===== src/sv/dip_pkg.sv =====
// Shared types, character codes and helper functions of the dotted IPv4 address parser.
package dip_pkg;

    localparam logic [7:0] CH_NUL    = 8'h00;
    localparam logic [7:0] CH_TAB    = 8'h09;
    localparam logic [7:0] CH_CR     = 8'h0d;
    localparam logic [7:0] CH_SPACE  = 8'h20;
    localparam logic [7:0] CH_DOT    = 8'h2e;
    localparam logic [7:0] CH_COLON  = 8'h3a;
    localparam logic [7:0] CH_ZERO   = 8'h30;
    localparam logic [7:0] CH_NINE   = 8'h39;
    localparam logic [7:0] CH_LOW_A  = 8'h61;
    localparam logic [7:0] CH_LOW_F  = 8'h66;
    localparam logic [7:0] CH_UP_A   = 8'h41;
    localparam logic [7:0] CH_UP_F   = 8'h46;
    localparam logic [7:0] CH_LOW_X  = 8'h78;
    localparam logic [7:0] CH_UP_X   = 8'h58;

    localparam logic [4:0] DIGIT_NONE = 5'd16;
    localparam logic [4:0] DIGIT_MAX_OCT = 5'd7;
    localparam logic [4:0] DIGIT_MAX_DEC = 5'd9;
    localparam logic [4:0] DIGIT_MAX_HEX = 5'd15;

    localparam logic [31:0] LIMIT_24 = 32'h00ff_ffff;
    localparam logic [31:0] LIMIT_16 = 32'h0000_ffff;
    localparam logic [31:0] LIMIT_8  = 32'h0000_00ff;
    localparam int          MAX_PARTS_BEFORE = 3;

    typedef enum logic [1:0] {
        PH_START  = 2'd0,
        PH_ZERO   = 2'd1,
        PH_PREFIX = 2'd2,
        PH_DIGITS = 2'd3
    } t_phase;

    typedef enum logic [1:0] {
        BASE_DEC = 2'd0,
        BASE_OCT = 2'd1,
        BASE_HEX = 2'd2
    } t_base;

    typedef struct packed {
        logic [2:0][31:0] parts;
        logic [32:0]      value;
        logic [1:0]       count;
        t_phase           phase;
        t_base            base;
        logic             error;
        logic             ended;
    } t_scan_state;

    typedef struct packed {
        logic [31:0] address;
        logic        ok;
    } t_pack_result;

    function automatic logic [4:0] dip_digit(input logic [7:0] c);
        logic [4:0] d;
        d = DIGIT_NONE;
        if (c >= CH_ZERO && c <= CH_NINE) begin
            d = 5'(c - CH_ZERO);
        end else if (c >= CH_LOW_A && c <= CH_LOW_F) begin
            d = 5'(c - CH_LOW_A + 8'd10);
        end else if (c >= CH_UP_A && c <= CH_UP_F) begin
            d = 5'(c - CH_UP_A + 8'd10);
        end
        return d;
    endfunction

    function automatic logic dip_is_white(input logic [7:0] c);
        return (c == CH_SPACE) || (c >= CH_TAB && c <= CH_CR);
    endfunction

endpackage


===== src/sv/dip_char_if.sv =====
// Character input channel: valid, ready and one text byte.
interface dip_char_if;
    logic       valid;
    logic       ready;
    logic [7:0] char_code;

    modport source (output valid, output char_code, input ready);
    modport sink (input valid, input char_code, output ready);
endinterface


===== src/sv/dip_addr_if.sv =====
// Result output channel: valid, ready, packed address and success flag.
interface dip_addr_if;
    logic        valid;
    logic        ready;
    logic [31:0] address;
    logic        valid_res;

    modport source (output valid, output address, output valid_res, input ready);
    modport sink (input valid, input address, input valid_res, output ready);
endinterface


===== src/sv/dotted_ipv4_address_parser_top.sv =====
// Top level of the dotted IPv4 address parser: input register, scanner, packer, result register.
//
// The block takes one character of address text per transaction and accepts a new character
// in every cycle while no NUL is waiting. Each character is held in the input register and then
// updates the parse state; a NUL character produces exactly one result transaction, held in the
// result register, and the parser starts over with the next character. Only a NUL is stalled
// while an earlier result has not yet been taken, since the single result register is then
// occupied; other characters are held only while they queue behind such a stalled NUL.
module dotted_ipv4_address_parser_top
    import dip_pkg::*;
(
    input  logic            i_clk,
    input  logic            i_rst_n,
    dip_char_if.sink        i_char,
    dip_addr_if.source      o_addr
);

    logic         r_in_valid;
    logic [7:0]   r_in_char;
    logic         r_out_valid;
    logic [31:0]  r_out_address;
    logic         r_out_ok;
    logic         w_is_nul;
    logic         w_proc;
    t_scan_state  w_state;
    t_pack_result w_result;

    assign w_is_nul = (r_in_char == CH_NUL);
    assign w_proc   = r_in_valid && (!w_is_nul || !r_out_valid || o_addr.ready);
    assign i_char.ready = !r_in_valid || w_proc;

    dip_scan u_scan (
        .i_clk   (i_clk),
        .i_rst_n (i_rst_n),
        .i_step  (w_proc),
        .i_char  (r_in_char),
        .o_state (w_state)
    );

    dip_pack u_pack (
        .i_state  (w_state),
        .o_result (w_result)
    );

    always_ff @(posedge i_clk) begin
        if (!i_rst_n) begin
            r_in_valid  <= 1'b0;
            r_out_valid <= 1'b0;
        end else begin
            if (i_char.ready) begin
                r_in_valid <= i_char.valid;
            end
            if (w_proc && w_is_nul) begin
                r_out_valid <= 1'b1;
            end else if (o_addr.ready) begin
                r_out_valid <= 1'b0;
            end
        end
    end

    always_ff @(posedge i_clk) begin
        if (i_char.ready && i_char.valid) begin
            r_in_char <= i_char.char_code;
        end
        if (w_proc && w_is_nul) begin
            r_out_address <= w_result.address;
            r_out_ok      <= w_result.ok;
        end
    end

    assign o_addr.valid     = r_out_valid;
    assign o_addr.address   = r_out_address;
    assign o_addr.valid_res = r_out_ok;

endmodule


===== src/sv/dip_scan.sv =====
// Per-character scanner that keeps the parse state of the address being read.
module dip_scan
    import dip_pkg::*;
(
    input  logic        i_clk,
    input  logic        i_rst_n,
    input  logic        i_step,
    input  logic [7:0]  i_char,
    output t_scan_state o_state
);

    t_scan_state r_st;
    t_scan_state n_st;
    logic [4:0]  w_digit;
    logic [36:0] w_scaled;
    logic [36:0] w_sum;
    logic [32:0] w_acc;
    logic        w_digit_ok;

    assign w_digit = dip_digit(i_char);

    always_comb begin
        case (r_st.base)
            BASE_OCT: begin
                w_scaled   = {4'd0, r_st.value} << 3;
                w_digit_ok = (w_digit <= DIGIT_MAX_OCT);
            end
            BASE_HEX: begin
                w_scaled   = {4'd0, r_st.value} << 4;
                w_digit_ok = (w_digit <= DIGIT_MAX_HEX);
            end
            BASE_DEC: begin
                w_scaled   = ({4'd0, r_st.value} << 3) + ({4'd0, r_st.value} << 1);
                w_digit_ok = (w_digit <= DIGIT_MAX_DEC);
            end
            default: begin
                w_scaled   = ({4'd0, r_st.value} << 3) + ({4'd0, r_st.value} << 1);
                w_digit_ok = 1'b0;
            end
        endcase
        w_sum = w_scaled + {32'd0, w_digit};
        w_acc = (w_sum[36:32] != 5'd0) ? {1'b1, 32'd0} : {1'b0, w_sum[31:0]};
    end

    always_comb begin
        n_st = r_st;
        if (i_step) begin
            if (i_char == CH_NUL) begin
                n_st = '0;
            end else if (r_st.error || r_st.ended) begin
                n_st = r_st;
            end else if (dip_is_white(i_char)) begin
                if (r_st.phase == PH_ZERO || r_st.phase == PH_DIGITS) begin
                    n_st.ended = 1'b1;
                end else if (r_st.phase != PH_START) begin
                    n_st.error = 1'b1;
                end
            end else if (i_char == CH_DOT || i_char == CH_COLON) begin
                if ((r_st.phase != PH_ZERO && r_st.phase != PH_DIGITS) ||
                    r_st.count == 2'(MAX_PARTS_BEFORE) || r_st.value[32]) begin
                    n_st.error = 1'b1;
                end else begin
                    n_st.parts[r_st.count] = r_st.value[31:0];
                    n_st.count = r_st.count + 2'd1;
                    n_st.value = '0;
                    n_st.phase = PH_START;
                    n_st.base  = BASE_DEC;
                end
            end else begin
                unique case (r_st.phase)
                    PH_START: begin
                        if (w_digit == 5'd0) begin
                            n_st.phase = PH_ZERO;
                            n_st.base  = BASE_OCT;
                            n_st.value = '0;
                        end else if (w_digit <= DIGIT_MAX_DEC) begin
                            n_st.phase = PH_DIGITS;
                            n_st.base  = BASE_DEC;
                            n_st.value = {28'd0, w_digit};
                        end else begin
                            n_st.error = 1'b1;
                        end
                    end
                    PH_ZERO: begin
                        if (i_char == CH_LOW_X || i_char == CH_UP_X) begin
                            n_st.phase = PH_PREFIX;
                            n_st.base  = BASE_HEX;
                        end else if (w_digit <= DIGIT_MAX_OCT) begin
                            n_st.phase = PH_DIGITS;
                            n_st.value = {28'd0, w_digit};
                        end else begin
                            n_st.error = 1'b1;
                        end
                    end
                    PH_PREFIX: begin
                        if (w_digit <= DIGIT_MAX_HEX) begin
                            n_st.phase = PH_DIGITS;
                            n_st.value = {28'd0, w_digit};
                        end else begin
                            n_st.error = 1'b1;
                        end
                    end
                    PH_DIGITS: begin
                        if (w_digit_ok) begin
                            n_st.value = w_acc;
                        end else begin
                            n_st.error = 1'b1;
                        end
                    end
                    default: begin
                        n_st.error = 1'b1;
                    end
                endcase
            end
        end
    end

    always_ff @(posedge i_clk) begin
        if (!i_rst_n) begin
            r_st <= '0;
        end else begin
            r_st <= n_st;
        end
    end

    assign o_state = r_st;

endmodule


===== src/sv/dip_pack.sv =====
// Final check and packing of the parsed parts into one 32-bit address.
module dip_pack
    import dip_pkg::*;
(
    input  t_scan_state  i_state,
    output t_pack_result o_result
);

    logic [31:0] w_v;
    logic [31:0] w_p0;
    logic [31:0] w_p1;
    logic [31:0] w_p2;
    logic        w_ok;
    logic [31:0] w_addr;

    assign w_v  = i_state.value[31:0];
    assign w_p0 = i_state.parts[0];
    assign w_p1 = i_state.parts[1];
    assign w_p2 = i_state.parts[2];

    always_comb begin
        w_ok   = !i_state.error && !i_state.value[32] &&
                 (i_state.phase == PH_ZERO || i_state.phase == PH_DIGITS);
        w_addr = w_v;
        case (i_state.count)
            2'd0: begin
                w_addr = w_v;
            end
            2'd1: begin
                if (w_v > LIMIT_24 || w_p0 > LIMIT_8) begin
                    w_ok = 1'b0;
                end
                w_addr = w_v | {w_p0[7:0], 24'd0};
            end
            2'd2: begin
                if (w_v > LIMIT_16 || w_p0 > LIMIT_8 || w_p1 > LIMIT_8) begin
                    w_ok = 1'b0;
                end
                w_addr = w_v | {w_p0[7:0], w_p1[7:0], 16'd0};
            end
            default: begin
                if (w_v > LIMIT_8 || w_p0 > LIMIT_8 || w_p1 > LIMIT_8 || w_p2 > LIMIT_8) begin
                    w_ok = 1'b0;
                end
                w_addr = w_v | {w_p0[7:0], w_p1[7:0], w_p2[7:0], 8'd0};
            end
        endcase
        o_result.ok      = w_ok;
        o_result.address = w_ok ? w_addr : 32'd0;
    end

endmodule


===== src/flat_wrapper.sv =====
// flat-port wrapper written by rule: the top's interface ports become plain ports
module dotted_ipv4_address_parser_top_flat import dip_pkg::*;
  (i_clk, i_rst_n, i_char_valid, i_char_char_code, i_char_ready, o_addr_valid, o_addr_address, o_addr_valid_res, o_addr_ready);
  dip_char_if i_char_i ();
  dip_addr_if o_addr_i ();
  input  logic i_clk;
  input  logic i_rst_n;
  input wire logic [$bits(i_char_i.valid)-1:0] i_char_valid;
  input wire logic [$bits(i_char_i.char_code)-1:0] i_char_char_code;
  output wire logic [$bits(i_char_i.ready)-1:0] i_char_ready;
  output wire logic [$bits(o_addr_i.valid)-1:0] o_addr_valid;
  output wire logic [$bits(o_addr_i.address)-1:0] o_addr_address;
  output wire logic [$bits(o_addr_i.valid_res)-1:0] o_addr_valid_res;
  input wire logic [$bits(o_addr_i.ready)-1:0] o_addr_ready;
  assign i_char_i.valid = i_char_valid;
  assign i_char_i.char_code = i_char_char_code;
  assign i_char_ready = i_char_i.ready;
  assign o_addr_valid = o_addr_i.valid;
  assign o_addr_address = o_addr_i.address;
  assign o_addr_valid_res = o_addr_i.valid_res;
  assign o_addr_i.ready = o_addr_ready;
  dotted_ipv4_address_parser_top u_core (.i_clk(i_clk), .i_rst_n(i_rst_n), .i_char(i_char_i), .o_addr(o_addr_i));
endmodule

===== config.mk =====
export PLATFORM = sky130hd
export DESIGN_NAME = dotted_ipv4_address_parser_top_flat
export DESIGN_NICKNAME = d
export VERILOG_FILES = /design/src/sv/dip_pkg.sv /design/src/sv/dip_char_if.sv /design/src/sv/dip_addr_if.sv /design/src/sv/dotted_ipv4_address_parser_top.sv /design/src/sv/dip_scan.sv /design/src/sv/dip_pack.sv /design/src/flat_wrapper.sv
export SDC_FILE = /design/constraint.sdc
export NUM_CORES = 1
export LEC_CHECK = 0
export BUFFER_PORTS_ARGS = -buffer_cell sky130_fd_sc_hd__buf_2
export CAP_MARGIN = 20
export CORE_UTILIZATION = 40
export CTS_BUF_LIST = sky130_fd_sc_hd__clkbuf_4 sky130_fd_sc_hd__clkbuf_8 sky130_fd_sc_hd__clkbuf_16
export DETAILED_ROUTE_END_ITERATION = 10
export GPL_TIMING_DRIVEN = 0
export PLACE_DENSITY = 0.68
export SLEW_MARGIN = 25
export SYNTH_ARGS = -nofsm -noshare
export SYNTH_HDL_FRONTEND = slang
export SYNTH_SLANG_ARGS = --single-unit
export TNS_END_PERCENT = 100

===== constraint.sdc =====
create_clock -name i_clk -period 10.7 [get_ports i_clk]
set_input_delay 0.535 -clock i_clk [delete_from_list [all_inputs] [get_ports i_clk]]
set_output_delay 0.535 -clock i_clk [all_outputs]
set_load 0.05 [all_outputs]

==> run metrics <==
status completed; Syn Inst Count 1339; Top FF cell, synth dfxtp_1; Combinational Power Share 3.4%; area leader, netlist dfxtp_1; worst-case clock skew 0.0108 ns; Hold Path Sink u_core.r_in_char[0]; Worst R2R Path Depth 21; die area 28300 um^2; IO buf count 46; CTS tree built; worst endpoint data arrival time 6.83 ns; Clk Latency, worst-skew pair 0.45 ns; vias in the first global route 10.2k; GRT Util Overall 25.3%; sink count of the clock tree 180; max cap viols 0; Power, Total 1.41 mW; peak supply drop 127 uV; syn avg cell area 8.27 um^2; Setup WS post-layout 4.22 ns; r2r setup slk 4.22 ns; DR iter-0 viols 1204; via count 10.7k; TritonCTS buffer count 17; R2R Path End u_core.u_scan.o_state[9]; final instance area 12400 um^2; main area contributors after synthesis dfxtp_1 25%, edfxtp_1 11%, a22oi_1 8.8%; register bit count reported by yosys 180; Post-CTS Setup Bufs 0; post-synth net total 1404; WL per Instance 20.3 um; P_int 1.06 mW; drt drc 0; min Tclk post-route 6.48 ns; Synth top area share 25.1%; Boundary Pins 47; HPWL after DPL 26000 um; filler cell count 2677; Leak 4.41 nW; Fin Setup TNS 0 ns; grt ovf 0; worst relative slew slack 40.5%; final WL 35700 um; TritonRoute pass-1 iters 5; Netlist cell types 86; Clock Power Share 47.0%; Reg2Reg Launch Point u_core.u_scan.o_state[2]; dpl ws 4.38 ns; share of post-route cells with drive strength above 1 9.03%; final setup fails 0; sequential cell area 4010 um^2; area occupied by multi-input gates 6470 um^2; number of synthesized flops with an enable pin 41; Fmax 0.154 GHz; Cell Area, Synth 11100 um^2; Final Slew Violations 0; PD cells 114 nW/um^2; root buffer cell clkbuf_16; Syn-to-layout area delta 12.0%; routed vias/inst 6.09; CP required 11.05 ns; placed inst area 11800 um^2; CP endpoint kind register; Die Height 168 um; period utilization 60.6%; Starting Density 40.9%; hold_sp i_char_char_code[0]; total net switching power 351 uW; Final Util 45.8%; startpoint class of the critical path register; Hold Crit Depth 1; Ys Warns 0; Hold Violations, Final 0; Post-DRT Antenna Nets 0; Core Box Area 27000 um^2; initial antenna violation count 0; H-tree depth 4; Seq/Total Area, Yosys 36.3%; Die Wd 168 um; CTS Buffer Depth 2; largest net degree at the start of global routing 30; Worst Max-Slew Pin Slew 0.889 ns; nets 1470; Sw Ratio 24.8%; CTS clk-pin slew, worst paths 0.07 ns; first-pass GRT wire length 56000 um; diode count 0; CP Class reg2reg; Post-CTS Hold Buffers 0; RSZ-0062 raised after global routing false; PostCTS Resize Cnt 0; CP max FO 10; Rows 60; RD Place Congestion 0.940; Seq pwr share 49.6%; ys async rst share 0%; Hold Crit Class in2reg
how the worst max path moves through the flow:
stage          slack, ns                        end                     start  depth (start not counted)
3_5_place_dp        4.38  u_core.u_scan.o_state[21]  u_core.u_scan.o_state[2]                         21
6_report            4.22   u_core.u_scan.o_state[9]  u_core.u_scan.o_state[2]                         21
5_1_grt             3.91   u_core.u_scan.o_state[9]  u_core.u_scan.o_state[2]                         22
2_1_floorplan       5.99  u_core.u_scan.o_state[21]  u_core.u_scan.o_state[2]                         21
3_3_place_gp        4.50  u_core.u_scan.o_state[21]  u_core.u_scan.o_state[2]                         21
4_1_cts             4.37  u_core.u_scan.o_state[21]  u_core.u_scan.o_state[2]                         21
flip-flops by register name, summed over array words and instances (netlist names):
register / count
u_core.o_addr.address: 32
u_core.o_addr.valid: 1
u_core.o_addr.valid_res: 1
u_core.r_in_char: 8
u_core.r_in_valid: 1
u_core.u_scan.o_state: 137
per-stage QoR:
step | hold slack [ns] | instances
global route | 0.259 | 1759
floorplan | 0.439 | 1339
finish | 0.264 | 1759
global placement | 0.451 | 1726
detailed placement | 0.471 | 1727
CTS | 0.258 | 1759
logic make-up (layout without fill, tap and decap cells):
| family | after synthesis | in the layout | synth area share (%) |
|---|---|---|---|
| AND/OR/NAND/NOR | 482 | 482 | 21.1 |
| AO/OA/AOI/OAI | 413 | 413 | 26.4 |
| flip-flops | 180 | 180 | 36.3 |
| buffers and inverters | 154 | 233 | 5.42 |
| adder cells (fa/ha/maj) | 53 | 53 | 6.13 |
| XOR/XNOR | 47 | 47 | 3.72 |
| multiplexers | 10 | 10 | 0.927 |
cell usage in the layout (no fill, tap or decap), types with 15 or more instances in the layout:
| master | instances |
|---|---|
| nor2_1 | 181 |
| xor2_1 | 25 |
| ha_1 | 51 |
| clkbuf_1 | 92 |
| edfxtp_1 | 41 |
| a21oi_1 | 75 |
| buf_2 | 56 |
| nand3_1 | 28 |
| nand4_1 | 23 |
| nor4_1 | 30 |
| nand2_1 | 103 |
| o21ai_1 | 36 |
| clkbuf_16 | 18 |
| buf_1 | 15 |
| dfxtp_1 | 139 |
| xnor2_1 | 22 |
| and2_1 | 22 |
| nor2b_1 | 16 |
| inv_1 | 33 |
| a22oi_1 | 129 |
| nor3_1 | 26 |
| o21ai_0 | 36 |
synth_stat cells, drive strengths merged (13+ instances only):
cell	n
ha	51
xnor2	22
nand4	24
nand3	29
edfxtp	41
nor3	26
inv	33
a221oi	16
a21o	13
nor2b	16
a21oi	77
dfxtp	139
nor2	182
a22oi	129
nand2	104
and2	22
buf	27
nor4	34
clkbuf	93
o21ai	72
xor2	25
power by group through the flow:
stage / Combinational [mW] / Sequential (mW) / Clock (mW)
after CTS: 0.0477 / 0.700 / 0.668
after floorplan: 0.0335 / 0.714 / 0
after global routing: 0.0533 / 0.701 / 0.697
after detailed placement: 0.0475 / 0.716 / 0
final: 0.0484 / 0.700 / 0.664
after global placement: 0.0462 / 0.715 / 0
worst max-delay path: stages, from the launching register on:
cell	delay (ns)
dfxtp_1	0.40
inv_1	0.09
ha_1	0.48
clkinv_1	0.26
buf_1	0.56
clkbuf_1	0.47
clkbuf_1	0.53
buf_1	0.45
nand2_1	0.18
fa_1	0.48
nor2b_1	0.14
o21ai_0	0.10
nand2b_1	0.10
and2_1	0.26
and4bb_2	0.35
nand2_1	0.18
nor4_1	0.30
a2bb2oi_1	0.14
o31ai_4	0.27
nand3_2	0.18
buf_2	0.24
o22ai_1	0.24
cell type report:
type,instances,share of cell area (%)
Tap cell,341,3.44
Multi-Input combinational cell,1005,52.2
Inverter,34,1.03
Clock buffer,18,3.64
Buffer,120,3.81
Clock inverter,14,1.47
Sequential cell,180,32.4
Timing Repair Buffer,47,2.02
metal layers:
| metal | vias up | track usage (%) | part of all wire, % |
|---|---|---|---|
| li1 | 5076 | - | - |
| met1 | 5128 | 32.5 | 42 |
| met2 | 430 | 41.7 | 47 |
| met3 | 82 | 4.25 | 7.1 |
| met4 | 0 | 11.3 | 3.4 |
| met5 | - | 0 | 0 |
Note: power is estimated with default switching activity, not from simulation.
